### config.mk
export PLATFORM = sky130hd
export DESIGN_NAME = jpeg_dequant_unzigzag
export DESIGN_NICKNAME = d
export VERILOG_FILES = /design/src/sv/jdq_pkg.sv /design/src/sv/jpeg_dequant_unzigzag.sv /design/src/sv/jdq_qtable_mem.sv /design/src/sv/jdq_block_mem.sv /design/src/sv/jdq_readout.sv
export VERILOG_INCLUDE_DIRS = /design/src /design/src/sv
export SDC_FILE = /design/constraint.sdc
export NUM_CORES = 2
export LEC_CHECK = 0
export ABC_CLOCK_PERIOD_IN_PS = 5000
export BUFFER_PORTS_ARGS = -buffer_cell sky130_fd_sc_hd__buf_2
export CAP_MARGIN = 30
export CORE_ASPECT_RATIO = 1.5
export CORE_MARGIN = 2
export CORE_UTILIZATION = 40
export DETAILED_ROUTE_END_ITERATION = 6
export GPL_TIMING_DRIVEN = 0
export PLACE_DENSITY = 0.61
export RECOVER_POWER = 25
export SLEW_MARGIN = 20
export SYNTH_ARGS = -nofsm -noshare
export SYNTH_HDL_FRONTEND = slang
export SYNTH_HIERARCHICAL = 1
export SYNTH_SLANG_ARGS = --single-unit
### constraint.sdc
create_clock -name clk -period 5 [get_ports clk]
set_input_delay 0.5 -clock clk [delete_from_list [all_inputs] [get_ports clk]]
set_output_delay 0.5 -clock clk [all_outputs]
set_load 0.005 [all_outputs]
### src/sv/jpeg_dequant_unzigzag_defines.svh
// assertion macros for the dequantizer and inverse zigzag block
`ifndef JPEG_DEQUANT_UNZIGZAG_DEFINES_SVH
`define JPEG_DEQUANT_UNZIGZAG_DEFINES_SVH

// same-cycle implication, checked outside reset
`define JDQ_ASSERT_NOW(lbl, ante, cons, msg) \
	lbl: assert property (@(posedge clk) disable iff (!arst_n) (ante) |-> (cons)) \
		else $error(msg);

// next-cycle implication, checked outside reset
`define JDQ_ASSERT_NEXT(lbl, ante, cons, msg) \
	lbl: assert property (@(posedge clk) disable iff (!arst_n) (ante) |=> (cons)) \
		else $error(msg);

`endif

### src/sv/jdq_pkg.sv
// shared constants, types and the zigzag map of the dequantizer
package jdq_pkg;

	localparam int NUM_TABLES    = 4;
	localparam int BLOCK_ENTRIES = 64;

	localparam int POS_W      = $clog2(BLOCK_ENTRIES);
	localparam int SEL_W      = 2;
	localparam int STEP_W     = 8;
	localparam int SAMPLE_W   = 16;
	localparam int PROD_W     = SAMPLE_W + STEP_W + 1;
	localparam int TBL_ADDR_W = $clog2(NUM_TABLES * BLOCK_ENTRIES);
	localparam int BLK_ADDR_W = POS_W + 1;
	localparam int BLK_DEPTH  = 2 * BLOCK_ENTRIES;

	localparam int IN_TDATA_W  = 32;
	localparam int IN_TUSER_W  = 3;
	localparam int OUT_TDATA_W = 24;

	localparam logic [POS_W-1:0] LAST_POS = POS_W'(BLOCK_ENTRIES - 1);

	typedef enum logic {
		CMD_LOAD = 1'b0,
		CMD_COEF = 1'b1
	} cmd_t;

	// readout progress seen by the input side
	typedef struct packed {
		logic done;
		logic active;
		logic bank;
	} rd_status_t;

	localparam logic [POS_W-1:0] ZZ_TO_NAT [BLOCK_ENTRIES] = '{
		6'd0,  6'd1,  6'd8,  6'd16, 6'd9,  6'd2,  6'd3,  6'd10,
		6'd17, 6'd24, 6'd32, 6'd25, 6'd18, 6'd11, 6'd4,  6'd5,
		6'd12, 6'd19, 6'd26, 6'd33, 6'd40, 6'd48, 6'd41, 6'd34,
		6'd27, 6'd20, 6'd13, 6'd6,  6'd7,  6'd14, 6'd21, 6'd28,
		6'd35, 6'd42, 6'd49, 6'd56, 6'd57, 6'd50, 6'd43, 6'd36,
		6'd29, 6'd22, 6'd15, 6'd23, 6'd30, 6'd37, 6'd44, 6'd51,
		6'd58, 6'd59, 6'd52, 6'd45, 6'd38, 6'd31, 6'd39, 6'd46,
		6'd53, 6'd60, 6'd61, 6'd54, 6'd47, 6'd55, 6'd62, 6'd63
	};

endpackage

### src/sv/jpeg_dequant_unzigzag.sv
// top level: table loads, dequantizing multiply, inverse zigzag store and readout
//
//  port group | direction | word
//  s_axis     | in        | table load or zigzag-order coefficient
//  m_axis     | out       | dequantized sample in natural order, tlast on position 63
//
// one input word per cycle while s_axis_tready is high; loads write the table memory at acceptance,
// coefficients pass a table read, a multiply and a block store write
// after the 64th coefficient the bank is read out, one word per cycle at best
// two banks alternate: input stalls only when the bank it would fill has not yet been read out
// reset clears counters, bank flags and valids; table and block memories start unknown
`include "jpeg_dequant_unzigzag_defines.svh"

module jpeg_dequant_unzigzag (
	input  logic                             clk,
	input  logic                             arst_n,
	input  logic                             s_axis_tvalid,
	output logic                             s_axis_tready,
	input  logic [jdq_pkg::IN_TDATA_W-1:0]   s_axis_tdata,  // table_index, quant_value, coefficient
	input  logic [jdq_pkg::IN_TUSER_W-1:0]   s_axis_tuser,  // command, table_select
	output logic                             m_axis_tvalid,
	input  logic                             m_axis_tready,
	output logic [jdq_pkg::OUT_TDATA_W-1:0]  m_axis_tdata,  // sample, position
	output logic                             m_axis_tlast
);
	import jdq_pkg::*;

	logic                 accept;
	cmd_t                 command;
	logic [SEL_W-1:0]     table_select;
	logic [POS_W-1:0]     table_index;
	logic [STEP_W-1:0]    quant_value;
	logic [SAMPLE_W-1:0]  coefficient;
	logic                 sel_ok;
	logic                 is_coef;

	logic [POS_W-1:0]     coeff_count_q;
	logic                 wr_bank_q;
	logic [1:0]           busy_q;
	logic [1:0]           full_q;

	logic                 qt_we;
	logic                 qt_re;
	logic [TBL_ADDR_W-1:0] qt_addr;
	logic [TBL_ADDR_W-1:0] load_addr;
	logic [TBL_ADDR_W-1:0] coef_addr;
	logic [STEP_W-1:0]    qt_rdata;

	logic                 valid_s1;
	logic signed [SAMPLE_W-1:0] coef_s1;
	logic                 sel_ok_s1;
	logic [POS_W-1:0]     nat_pos_s1;
	logic                 bank_s1;
	logic                 last_s1;

	logic [STEP_W-1:0]    step;
	logic signed [PROD_W-1:0] product;

	logic                 valid_s2;
	logic [SAMPLE_W-1:0]  prod_s2;
	logic [POS_W-1:0]     nat_pos_s2;
	logic                 bank_s2;
	logic                 last_s2;

	logic                 rd_en;
	logic [BLK_ADDR_W-1:0] rd_addr;
	logic [SAMPLE_W-1:0]  rd_data;
	rd_status_t           rd_status;

	assign command      = cmd_t'(s_axis_tuser[0]);
	assign table_select = s_axis_tuser[SEL_W:1];
	assign table_index  = s_axis_tdata[POS_W-1:0];
	assign quant_value  = s_axis_tdata[POS_W+STEP_W-1:POS_W];
	assign coefficient  = s_axis_tdata[POS_W+STEP_W+SAMPLE_W-1:POS_W+STEP_W];

	assign s_axis_tready = !busy_q[wr_bank_q];
	assign accept        = s_axis_tvalid && s_axis_tready;
	assign sel_ok        = ({1'b0, table_select} < 3'(NUM_TABLES));
	assign is_coef       = (command == CMD_COEF);

	assign load_addr = TBL_ADDR_W'({table_select, table_index});
	assign coef_addr = TBL_ADDR_W'({table_select, coeff_count_q});
	assign qt_we     = accept && !is_coef && sel_ok;
	assign qt_re     = accept && is_coef;
	assign qt_addr   = is_coef ? coef_addr : load_addr;

	jdq_qtable_mem u_qtable (
		.clk   (clk),
		.we    (qt_we),
		.re    (qt_re),
		.addr  (qt_addr),
		.wdata (quant_value),
		.rdata (qt_rdata)
	);

	// position counter, bank flags
	always_ff @(posedge clk or negedge arst_n) begin
		if (!arst_n) begin
			coeff_count_q <= '0;
			wr_bank_q     <= 1'b0;
			busy_q        <= '0;
			full_q        <= '0;
		end else begin
			if (qt_re) begin
				coeff_count_q <= coeff_count_q + 1'b1;
				if (coeff_count_q == LAST_POS) begin
					wr_bank_q         <= !wr_bank_q;
					busy_q[wr_bank_q] <= 1'b1;
				end
			end
			if (valid_s2 && last_s2) begin
				full_q[bank_s2] <= 1'b1;
			end
			if (rd_status.done) begin
				busy_q[rd_status.bank] <= 1'b0;
				full_q[rd_status.bank] <= 1'b0;
			end
		end
	end

	always_ff @(posedge clk or negedge arst_n) begin
		if (!arst_n) begin
			valid_s1 <= 1'b0;
			valid_s2 <= 1'b0;
		end else begin
			valid_s1 <= qt_re;
			valid_s2 <= valid_s1;
		end
	end

	always_ff @(posedge clk) begin
		if (qt_re) begin
			coef_s1    <= $signed(coefficient);
			sel_ok_s1  <= sel_ok;
			nat_pos_s1 <= ZZ_TO_NAT[coeff_count_q];
			bank_s1    <= wr_bank_q;
			last_s1    <= (coeff_count_q == LAST_POS);
		end
	end

	// out-of-range selector gives a zero step
	assign step    = sel_ok_s1 ? qt_rdata : '0;
	assign product = coef_s1 * $signed({1'b0, step});

	always_ff @(posedge clk) begin
		if (valid_s1) begin
			prod_s2    <= product[SAMPLE_W-1:0];
			nat_pos_s2 <= nat_pos_s1;
			bank_s2    <= bank_s1;
			last_s2    <= last_s1;
		end
	end

	jdq_block_mem u_block (
		.clk   (clk),
		.we    (valid_s2),
		.waddr ({bank_s2, nat_pos_s2}),
		.wdata (prod_s2),
		.re    (rd_en),
		.raddr (rd_addr),
		.rdata (rd_data)
	);

	jdq_readout u_readout (
		.clk           (clk),
		.arst_n        (arst_n),
		.full          (full_q),
		.rd_en         (rd_en),
		.rd_addr       (rd_addr),
		.rd_data       (rd_data),
		.status        (rd_status),
		.m_axis_tvalid (m_axis_tvalid),
		.m_axis_tready (m_axis_tready),
		.m_axis_tdata  (m_axis_tdata),
		.m_axis_tlast  (m_axis_tlast)
	);

	`JDQ_ASSERT_NOW(a_no_write_into_read_bank, valid_s2 && rd_status.active, bank_s2 != rd_status.bank, "block store write hits the bank being read out")
	`JDQ_ASSERT_NEXT(a_done_frees_bank, rd_status.done, !busy_q[$past(rd_status.bank)] && !full_q[$past(rd_status.bank)], "bank still held after readout finished")
	`JDQ_ASSERT_NOW(a_read_only_full_bank, rd_en, full_q[rd_addr[BLK_ADDR_W-1]] && busy_q[rd_addr[BLK_ADDR_W-1]], "readout from a bank that is not complete")

endmodule

### src/sv/jdq_qtable_mem.sv
// quantization table memory, one port, registered read
module jdq_qtable_mem (
	input  logic                           clk,
	input  logic                           we,
	input  logic                           re,
	input  logic [jdq_pkg::TBL_ADDR_W-1:0] addr,
	input  logic [jdq_pkg::STEP_W-1:0]     wdata,
	output logic [jdq_pkg::STEP_W-1:0]     rdata
);
	import jdq_pkg::*;

	logic [STEP_W-1:0] mem [NUM_TABLES * BLOCK_ENTRIES];

	always_ff @(posedge clk) begin
		if (we) begin
			mem[addr] <= wdata;
		end
		if (re) begin
			rdata <= mem[addr];
		end
	end

endmodule

### src/sv/jdq_block_mem.sv
// ping-pong block store, one write and one read port, registered read
module jdq_block_mem (
	input  logic                           clk,
	input  logic                           we,
	input  logic [jdq_pkg::BLK_ADDR_W-1:0] waddr,
	input  logic [jdq_pkg::SAMPLE_W-1:0]   wdata,
	input  logic                           re,
	input  logic [jdq_pkg::BLK_ADDR_W-1:0] raddr,
	output logic [jdq_pkg::SAMPLE_W-1:0]   rdata
);
	import jdq_pkg::*;

	logic [SAMPLE_W-1:0] mem [BLK_DEPTH];

	always_ff @(posedge clk) begin
		if (we) begin
			mem[waddr] <= wdata;
		end
		if (re) begin
			rdata <= mem[raddr];
		end
	end

endmodule

### src/sv/jdq_readout.sv
// reads a full bank out in natural order through an output register and skid stage
module jdq_readout (
	input  logic                              clk,
	input  logic                              arst_n,
	input  logic [1:0]                        full,
	output logic                              rd_en,
	output logic [jdq_pkg::BLK_ADDR_W-1:0]    rd_addr,
	input  logic [jdq_pkg::SAMPLE_W-1:0]      rd_data,
	output jdq_pkg::rd_status_t               status,
	output logic                              m_axis_tvalid,
	input  logic                              m_axis_tready,
	output logic [jdq_pkg::OUT_TDATA_W-1:0]   m_axis_tdata,  // sample, position, zero fill
	output logic                              m_axis_tlast
);
	import jdq_pkg::*;

	typedef enum logic [1:0] {
		RD_IDLE = 2'b01,
		RD_RUN  = 2'b10
	} rd_state_t;

	rd_state_t           state_q;
	logic                bank_q;
	logic [POS_W:0]      issue_cnt_q;
	logic                inflight_s1;
	logic [POS_W-1:0]    inflight_pos_s1;
	logic                out_valid_q;
	logic [SAMPLE_W-1:0] out_sample_q;
	logic [POS_W-1:0]    out_pos_q;
	logic                skid_valid_q;
	logic [SAMPLE_W-1:0] skid_sample_q;
	logic [POS_W-1:0]    skid_pos_q;

	logic       pop;
	logic       last_pop;
	logic [1:0] occ;
	logic [1:0] occ_after;
	logic       issue;

	assign pop       = out_valid_q && m_axis_tready;
	assign last_pop  = pop && (out_pos_q == LAST_POS);
	assign occ       = {1'b0, out_valid_q} + {1'b0, skid_valid_q} + {1'b0, inflight_s1};
	assign occ_after = occ - {1'b0, pop};
	// one read in flight per free slot of output register and skid
	assign issue     = (state_q == RD_RUN) && !issue_cnt_q[POS_W] && (occ_after < 2'd2);

	assign rd_en   = issue;
	assign rd_addr = {bank_q, issue_cnt_q[POS_W-1:0]};

	assign status.done   = last_pop;
	assign status.active = (state_q == RD_RUN);
	assign status.bank   = bank_q;

	assign m_axis_tvalid = out_valid_q;
	assign m_axis_tdata  = {{(OUT_TDATA_W - SAMPLE_W - POS_W){1'b0}}, out_pos_q, out_sample_q};
	assign m_axis_tlast  = (out_pos_q == LAST_POS);

	always_ff @(posedge clk or negedge arst_n) begin
		if (!arst_n) begin
			state_q     <= RD_IDLE;
			bank_q      <= 1'b0;
			issue_cnt_q <= '0;
			inflight_s1 <= 1'b0;
		end else begin
			inflight_s1 <= issue;
			unique case (state_q)
				RD_IDLE: begin
					if (full[bank_q]) begin
						state_q     <= RD_RUN;
						issue_cnt_q <= '0;
					end
				end
				RD_RUN: begin
					if (issue) begin
						issue_cnt_q <= issue_cnt_q + 1'b1;
					end
					if (last_pop) begin
						state_q <= RD_IDLE;
						bank_q  <= !bank_q;
					end
				end
				default: begin
					state_q <= RD_IDLE;
				end
			endcase
		end
	end

	always_ff @(posedge clk) begin
		if (issue) begin
			inflight_pos_s1 <= issue_cnt_q[POS_W-1:0];
		end
	end

	always_ff @(posedge clk or negedge arst_n) begin
		if (!arst_n) begin
			out_valid_q  <= 1'b0;
			skid_valid_q <= 1'b0;
		end else begin
			if (pop || !out_valid_q) begin
				if (skid_valid_q) begin
					out_valid_q  <= 1'b1;
					skid_valid_q <= inflight_s1;
				end else begin
					out_valid_q <= inflight_s1;
				end
			end else if (inflight_s1) begin
				skid_valid_q <= 1'b1;
			end
		end
	end

	always_ff @(posedge clk) begin
		if (pop || !out_valid_q) begin
			if (skid_valid_q) begin
				out_sample_q <= skid_sample_q;
				out_pos_q    <= skid_pos_q;
				if (inflight_s1) begin
					skid_sample_q <= rd_data;
					skid_pos_q    <= inflight_pos_s1;
				end
			end else if (inflight_s1) begin
				out_sample_q <= rd_data;
				out_pos_q    <= inflight_pos_s1;
			end
		end else if (inflight_s1) begin
			skid_sample_q <= rd_data;
			skid_pos_q    <= inflight_pos_s1;
		end
	end

endmodule

After elaboration in Yosys (flattened, before gate mapping). Memory sizes are Yosys's and may differ from the RTL's. A register that Yosys moved wholly into a read port is not among the register bits. Cells that the tools add are included.

Bits in registers: 118. Memory bits (writable): 4096. Bits in read-only memories: 384. Output and inout port bits: 27. Logic and storage cells: 120. Memories kept: 3.

Add/sub/neg operators: 5. Multiply operators: 1. Magnitude comparators: 7. Equal/unequal tests: 8. Mux-type cells: 40. Bitwise logic cells: 6. Reductions and logical operators: 26.

Memories: u_block.mem (depth 128, bits a word 16, rd ports 1, clocked after Yosys merged registers in 1, write ports 1, line jdq_block_mem.sv:13) `logic [SAMPLE_W-1:0] mem [BLK_DEPTH];`; u_qtable.mem (depth 256, bits a word 8, rd ports 1, clocked after Yosys merged registers in 1, write ports 1, line jdq_qtable_mem.sv:12) `logic [STEP_W-1:0] mem [NUM_TABLES * BLOCK_ENTRIES];`; (no name shown) (depth 64, bits a word 6, rd ports 1, clocked after Yosys merged registers in 1, write ports 0, line jpeg_dequant_unzigzag.sv:135) `nat_pos_s1 <= ZZ_TO_NAT[coeff_count_q];`.

Operators by type and width (number): 2-to-1 mux 16 bit (5); 2-to-1 mux 6 bit (6); multiplier 16 x 9 -> 16 bit (1); 2-to-1 mux 1 bit (15); 2-to-1 mux 2 bit (7); 2-to-1 mux 7 bit (2); case mux 7 bit (2 select lines) (1); equality test 6 bit, second input constant (2); logical AND 1 bit (11); inequality test 2 x 1 -> 1 bit, second input constant (4); AND reduction 2 bit (4); adder 7 x 1 -> 7 bit, second input constant (1); NOT 6 -> 7 bit (1); adder 6 x 1 -> 6 bit, second input constant (1); logical NOT 1 bit (6); < comparator 1 x 2 -> 1 bit, second input constant (3); nonzero test 2 bit (3); AND 2 bit (2); bitwise OR 2 bit (2); case mux 2 bit (2 select lines) (1); demux 1 bit (select 1 bit) (3); greater-or-equal comparator 1 bit, second input constant (3); AND reduction 3 bit (1); adder 1 x 1 -> 2 bit (1); 7 further kinds (7).

Longest topological paths before layout.
Word-level depth: 9. Gate-level depth with buffers: 17.

By module. Netlist, hierarchy kept.

By module, submodules not included: jdq_block_mem (instances 1, cells each 3086, area an instance 78683.0 um2, sequential area each 61979.4 um2); jdq_qtable_mem (instances 1, cells each 3547, area an instance 78572.9 um2, sequential area each 61739.2 um2); jpeg_dequant_unzigzag (instances 1, cells each 539, area an instance 5622.9 um2, sequential area each 1766.7 um2); jdq_readout (instances 1, cells each 153, area an instance 2534.9 um2, sequential area each 1828.0 um2).

Least setup slack after synthesis. OpenSTA, ideal clock, no wires.

Kind: reg2reg. Start: register u_qtable/rdata[0] (netlist bit), read port of u_qtable.mem. End: register prod_s2[15] (data pin). Setup time: 0.260 ns. Arrival time: 4.073 ns. Slack: 0.667 ns. Cell stages (with the launch flop): 15. Buffers on the path: 1. Period minus slack after synthesis: 4.333 ns. Path through: edfxtp_1 > clkbuf_1 > nand2_1 > fa_1 > inv_1 > fa_1 > fa_1 > inv_1 > fa_1 > inv_1 > ha_1 > a211o_1 > o311ai_1 > a31oi_1 > xnor2_1.

Cells in the longest elaborated chain, start to end: 1.

RTL lines: start: declaration (line jdq_qtable_mem.sv:8) `output logic [jdq_pkg::STEP_W-1:0] rdata`; multiplier 16 x 9 -> 16 bit (line jpeg_dequant_unzigzag.sv:143) `assign product = coef_s1 * $signed({1'b0, step});`; net product[15] (line jpeg_dequant_unzigzag.sv:57) `logic signed [PROD_W-1:0] product;`; end signal: assignment (line jpeg_dequant_unzigzag.sv:147) `prod_s2 <= product[SAMPLE_W-1:0];`; end: declaration (line jpeg_dequant_unzigzag.sv:60) `logic [SAMPLE_W-1:0] prod_s2;`.

The timed path passes the listed nets, and every way through them passes these cells. A chain may end at the register's enable or synchronous reset.

Worst setup path after layout.
Start: register coeff_count_q[3]. End: register u_qtable/rdata[0] (netlist bit), read port of u_qtable.mem (data pin).

Cells in the longest elaborated chain, start to end: 1.

RTL lines: start: declaration (line jpeg_dequant_unzigzag.sv:37) `logic [POS_W-1:0] coeff_count_q;`; start signal: assignment (line jpeg_dequant_unzigzag.sv:105) `coeff_count_q <= coeff_count_q + 1'b1;`; 2-to-1 mux 6 bit (line jpeg_dequant_unzigzag.sv:85) `assign qt_addr = is_coef ? coef_addr : load_addr;`; net qt_addr[3] (line jpeg_dequant_unzigzag.sv:44) `logic [TBL_ADDR_W-1:0] qt_addr;`.

The timed path passes the listed nets, and every way through them passes these cells.

==> impl_metrics.env <==
export IMPL_critical_path_reg2reg_startpoint="coeff_count_q[3]$_DFFE_PN0P_"
export IMPL_die_y_um=791.6
export IMPL_cts_sink_count=4244
export IMPL_timing_reg2reg_setup_slack_ps=-210
export IMPL_yosysSeqAreaShare=0.7697
export IMPL_drt_first_pass_iters=7
export IMPL_internal_mw=68.88
export IMPL_crit_path_max_fanout=10
export IMPL_timing_worst_setup_path_type="register to register"
export IMPL_drc=4
export IMPL_yosys_area_top_type_share=0.7657
export IMPL_row_count=289
export IMPL_post_route_util=0.4630
export IMPL_fraction_of_layout_instances_using_a_drive_strength_above_1=0.3106
export IMPL_place_port_buffers=60
export IMPL_core_area_um2=412200
export IMPL_grt_setup_unrepaired="no"
export IMPL_leakage_nw=58.42
export IMPL_grt_max_degree=135
export IMPL_cts_htree_levels=5
export IMPL_hold_path_class="primary input to register"
export IMPL_timing_worst_slew_pin_value_ps=3492
export IMPL_timing_critical_path_arrival_ps=5680
export IMPL_synth_ff_latch_count=4244
export IMPL_globalplace_congestion=0.9408
export IMPL_drt_antenna_violating_nets=0
export IMPL_drt_first_iter_violations=8877
export IMPL_minimum_hold_slack_ps=266.8
export IMPL_totalWireLength_um=440500
export IMPL_start_kind="register"
export IMPL_timing_critical_path_depth=11
export IMPL_syn_cell_area_um2=165400
export IMPL_period_share=1.041
export IMPL_power_switching_mw=28.42
export IMPL_power_frac_clock=0.318
export IMPL_fmax_ghz=0.1921
export IMPL_post_dp_cell_area_um2=177500
export IMPL_cap_viol_max_count=19
export IMPL_timing_hold_worst_endpoint="coef_s1[15]$_DFFE_PP_"
export IMPL_setup_ws_ps=-205.7
export IMPL_gr_usage_all_layers=0.2082
export IMPL_synth_flop_cell="edfxtp_1"
export IMPL_seq_power_share=0.432
export IMPL_report_final_hold_viol_count=0
export IMPL_worst_hold_startpoint="s_axis_tdata[29]"
export IMPL_ys_top_cells_by_area="edfxtp_1, mux4_2, a22oi_1"
export IMPL_layout_min_cycle_time_ps=5206
export IMPL_synth_cells=7325
export IMPL_final_setup_viol_count=9
export IMPL_number_of_enable_type_register_cells_in_the_synthesized_netlist=4218
export IMPL_critical_path_slowest_cell="nand4_1"
export IMPL_share_comb_of_total_power=0.249
export IMPL_synth_most_common_cell="edfxtp_1"
export IMPL_slew_headroom=-1.328
export IMPL_antenna_found_initial=19
export IMPL_critical_path_most_common_cell="buf_2"
export IMPL_detail_route_vias_per_cell=5.730
export IMPL_synth_async_sr_flop_share=0.006126
export IMPL_final_nets=8246
export IMPL_hpwlAfterDp_um=313900
export IMPL_cell_total_after_placement=13040
export IMPL_worstRegToRegCells=11
export IMPL_timing_critical_path_slowest_cell_delay_ps=660
export IMPL_power_density_cell_area_nw_per_um2=509.8
export IMPL_grt_remaining_overflow=0
export IMPL_post_synth_cell_area_avg_um2=22.58
export IMPL_violations="design-rule violations, max-capacitance violations, max-slew violations, negative setup slack"
export IMPL_synth_cell_types=64
export IMPL_start_util=0.4013
export IMPL_clockRootBuffer="clkbuf_16"
export IMPL_post_synth_top_area_cell="edfxtp_1"
export IMPL_top_cells_by_instance_count_after_synthesis="edfxtp_1, mux4_2, nor2_1, a22oi_1, clkbuf_1"
export IMPL_cp_cell_sequence="buf_2, buf_2, buf_2, mux2_2, nor2_1, clkbuf_4, clkbuf_1, a22oi_1, a21oi_1, o41ai_1, nand4_1"
export IMPL_fin_area_um2=190900
export IMPL_tritoncts="done"
export IMPL_clock_skew_final_ps=60.42
export IMPL_area_of_the_die_um2=418800
export IMPL_drv_slew=1721
export IMPL_cts_root_to_sink_buffers=4
export IMPL_cts_clock_pin_slew_for_the_worst_setup_and_hold_paths_ps=60
export IMPL_irDropWorstVdd_mv=0.3393
export IMPL_grt_pass1_wl_um=619800
export IMPL_ys_warn_count=6
export IMPL_die_width_um=529.1
export IMPL_endpoint_of_the_most_critical_register_to_register_path="u_qtable/rdata[0]$_DFFE_PP_"
export IMPL_clock_insertion_delay_worst_skew_ps=970
export IMPL_routedWlPerCell_um=31.80
export IMPL_setup_total_negative_slack_ps=-549.1
export IMPL_critPathCaptureType="register"
export IMPL_timing_critical_path_required_ps=5470
export IMPL_cts_made_buffers=406
export IMPL_run_status="finished, violations left"
export IMPL_areaGrowthSynthToFinish_pct=15.39
export IMPL_route_vias_total=79380
export IMPL_pin_count=66
export IMPL_fin_cells=13850
export IMPL_path_buf_inv=5
export IMPL_via_count_of_the_first_global_routing_pass=82920
export IMPL_hold_depth=2
export IMPL_cpLargestDelayFamily="buffers and inverters"
export IMPL_power_switching_share=0.2921
==> flip-flops by register name (all words and copies together) (netlist names), 7 cells and up <==
| signal | count |
|---|---|
| u_block/mem | 2048 |
| u_readout/skid_sample_q | 16 |
| u_qtable/rdata | 8 |
| coef_s1 | 16 |
| u_readout/out_sample_q | 16 |
| u_readout/issue_cnt_q | 7 |
| u_block/rdata | 16 |
| u_qtable/mem | 2048 |
| prod_s2 | 16 |
==> what timing repair did <==
action                     4_1_cts  5_1_grt
resized for setup              101       24
pin swaps                        7        1
hold buffers                    24        0
cloned                           0        0
hold endpoints to repair       362        0
setup buffers                    0        1
setup endpoints to repair     1592      126
==> worst reg2reg max path: cells and delay by family (launching register included) <==
kind | cells | cell delay [ps]
AO/OA/AOI/OAI | 3 | 1450
buffers and inverters | 5 | 1690
flip-flops | 1 | 320
multiplexers | 1 | 400
AND/OR/NAND/NOR | 2 | 890
==> layer usage <==
| metal | wire length, um | track usage | part of all wire |
|---|---|---|---|
| met1 | 147800 | 0.2291 | 0.34 |
| met4 | 34070 | 0.1360 | 0.077 |
| met5 | 41 | 0 | 0.000093 |
| met3 | 26220 | 0.03322 | 0.060 |
| met2 | 232400 | 0.3716 | 0.53 |
==> area by class of cell <==
class	count	area, um2
buffer	426	2085
timing repair buffer	365	4192
antenna	26	65.06
clock inverter	261	2656
sequential	4244	127300
tap	5383	6735
multi-input combinational	2551	36710
inverter	103	386.6
clock buffer	494	10730
fill	33680	221400
==> placed cells by master, fill, tap and decap left out, types with 90 or more instances in the layout <==
master | synthesis | routed
edfxtp_1 | 4218 | 4218
mux4_2 | 1190 | 1190
clkbuf_16 | 0 | 414
clkbuf_1 | 235 | 282
a22oi_1 | 256 | 251
nor2_1 | 372 | 182
nor2_2 | 0 | 175
buf_2 | 97 | 159
a21oi_1 | 147 | 137
buf_6 | 18 | 127
nand2_1 | 121 | 121
inv_1 | 100 | 100
clkinv_2 | 0 | 90
==> how the worst max path moves through the flow <==
stage                            startpoint  slack [ps]                     endpoint
3_3_place_gp   coeff_count_q[3]$_DFFE_PN0P_       -2190  u_qtable/rdata[2]$_DFFE_PP_
4_1_cts         u_qtable/rdata[0]$_DFFE_PP_           1        prod_s2[13]$_DFFE_PP_
3_5_place_dp   coeff_count_q[3]$_DFFE_PN0P_       -1340  u_qtable/rdata[2]$_DFFE_PP_
5_1_grt        coeff_count_q[3]$_DFFE_PN0P_         0.2  u_qtable/rdata[0]$_DFFE_PP_
6_report       coeff_count_q[3]$_DFFE_PN0P_        -210  u_qtable/rdata[0]$_DFFE_PP_
2_1_floorplan   u_qtable/rdata[0]$_DFFE_PP_         670        prod_s2[15]$_DFFE_PP_
==> power by group through the flow <==
stage | clock, mW | sequential (mW) | combinational [mW]
after global routing | 32.8 | 42.1 | 25.3
final | 31.0 | 42.1 | 24.3
after detailed placement | 0 | 42.8 | 24.4
after floorplan | 0 | 43.7 | 12.8
after global placement | 0 | 45.2 | 20.7
after CTS | 31.5 | 42.0 | 24.6
==> cells by family (layout without fill, tap and decap cells) <==
logic type,after synthesis,in the layout,synth area share
buffers and inverters,531,1649,0.01430
XOR/XNOR,29,29,0.001581
AND/OR/NAND/NOR,678,678,0.01785
multiplexers,1241,1241,0.1655
flip-flops,4244,4244,0.7697
AO/OA/AOI/OAI,490,490,0.01998
other,1,28,0.00002267
adder cells (fa/ha/maj),111,111,0.01110
==> through the flow <==
stage | power, mW | worst slack (ps)
2_1_floorplan | 56.49 | 667.1
3_3_place_gp | 65.90 | -2186
3_5_place_dp | 67.16 | -1339
4_1_cts | 98.04 | 1.037
5_1_grt | 100.2 | 0.1816
6_report | 97.30 | -205.7
No activity file was read; power rests on OpenSTA's default activity.
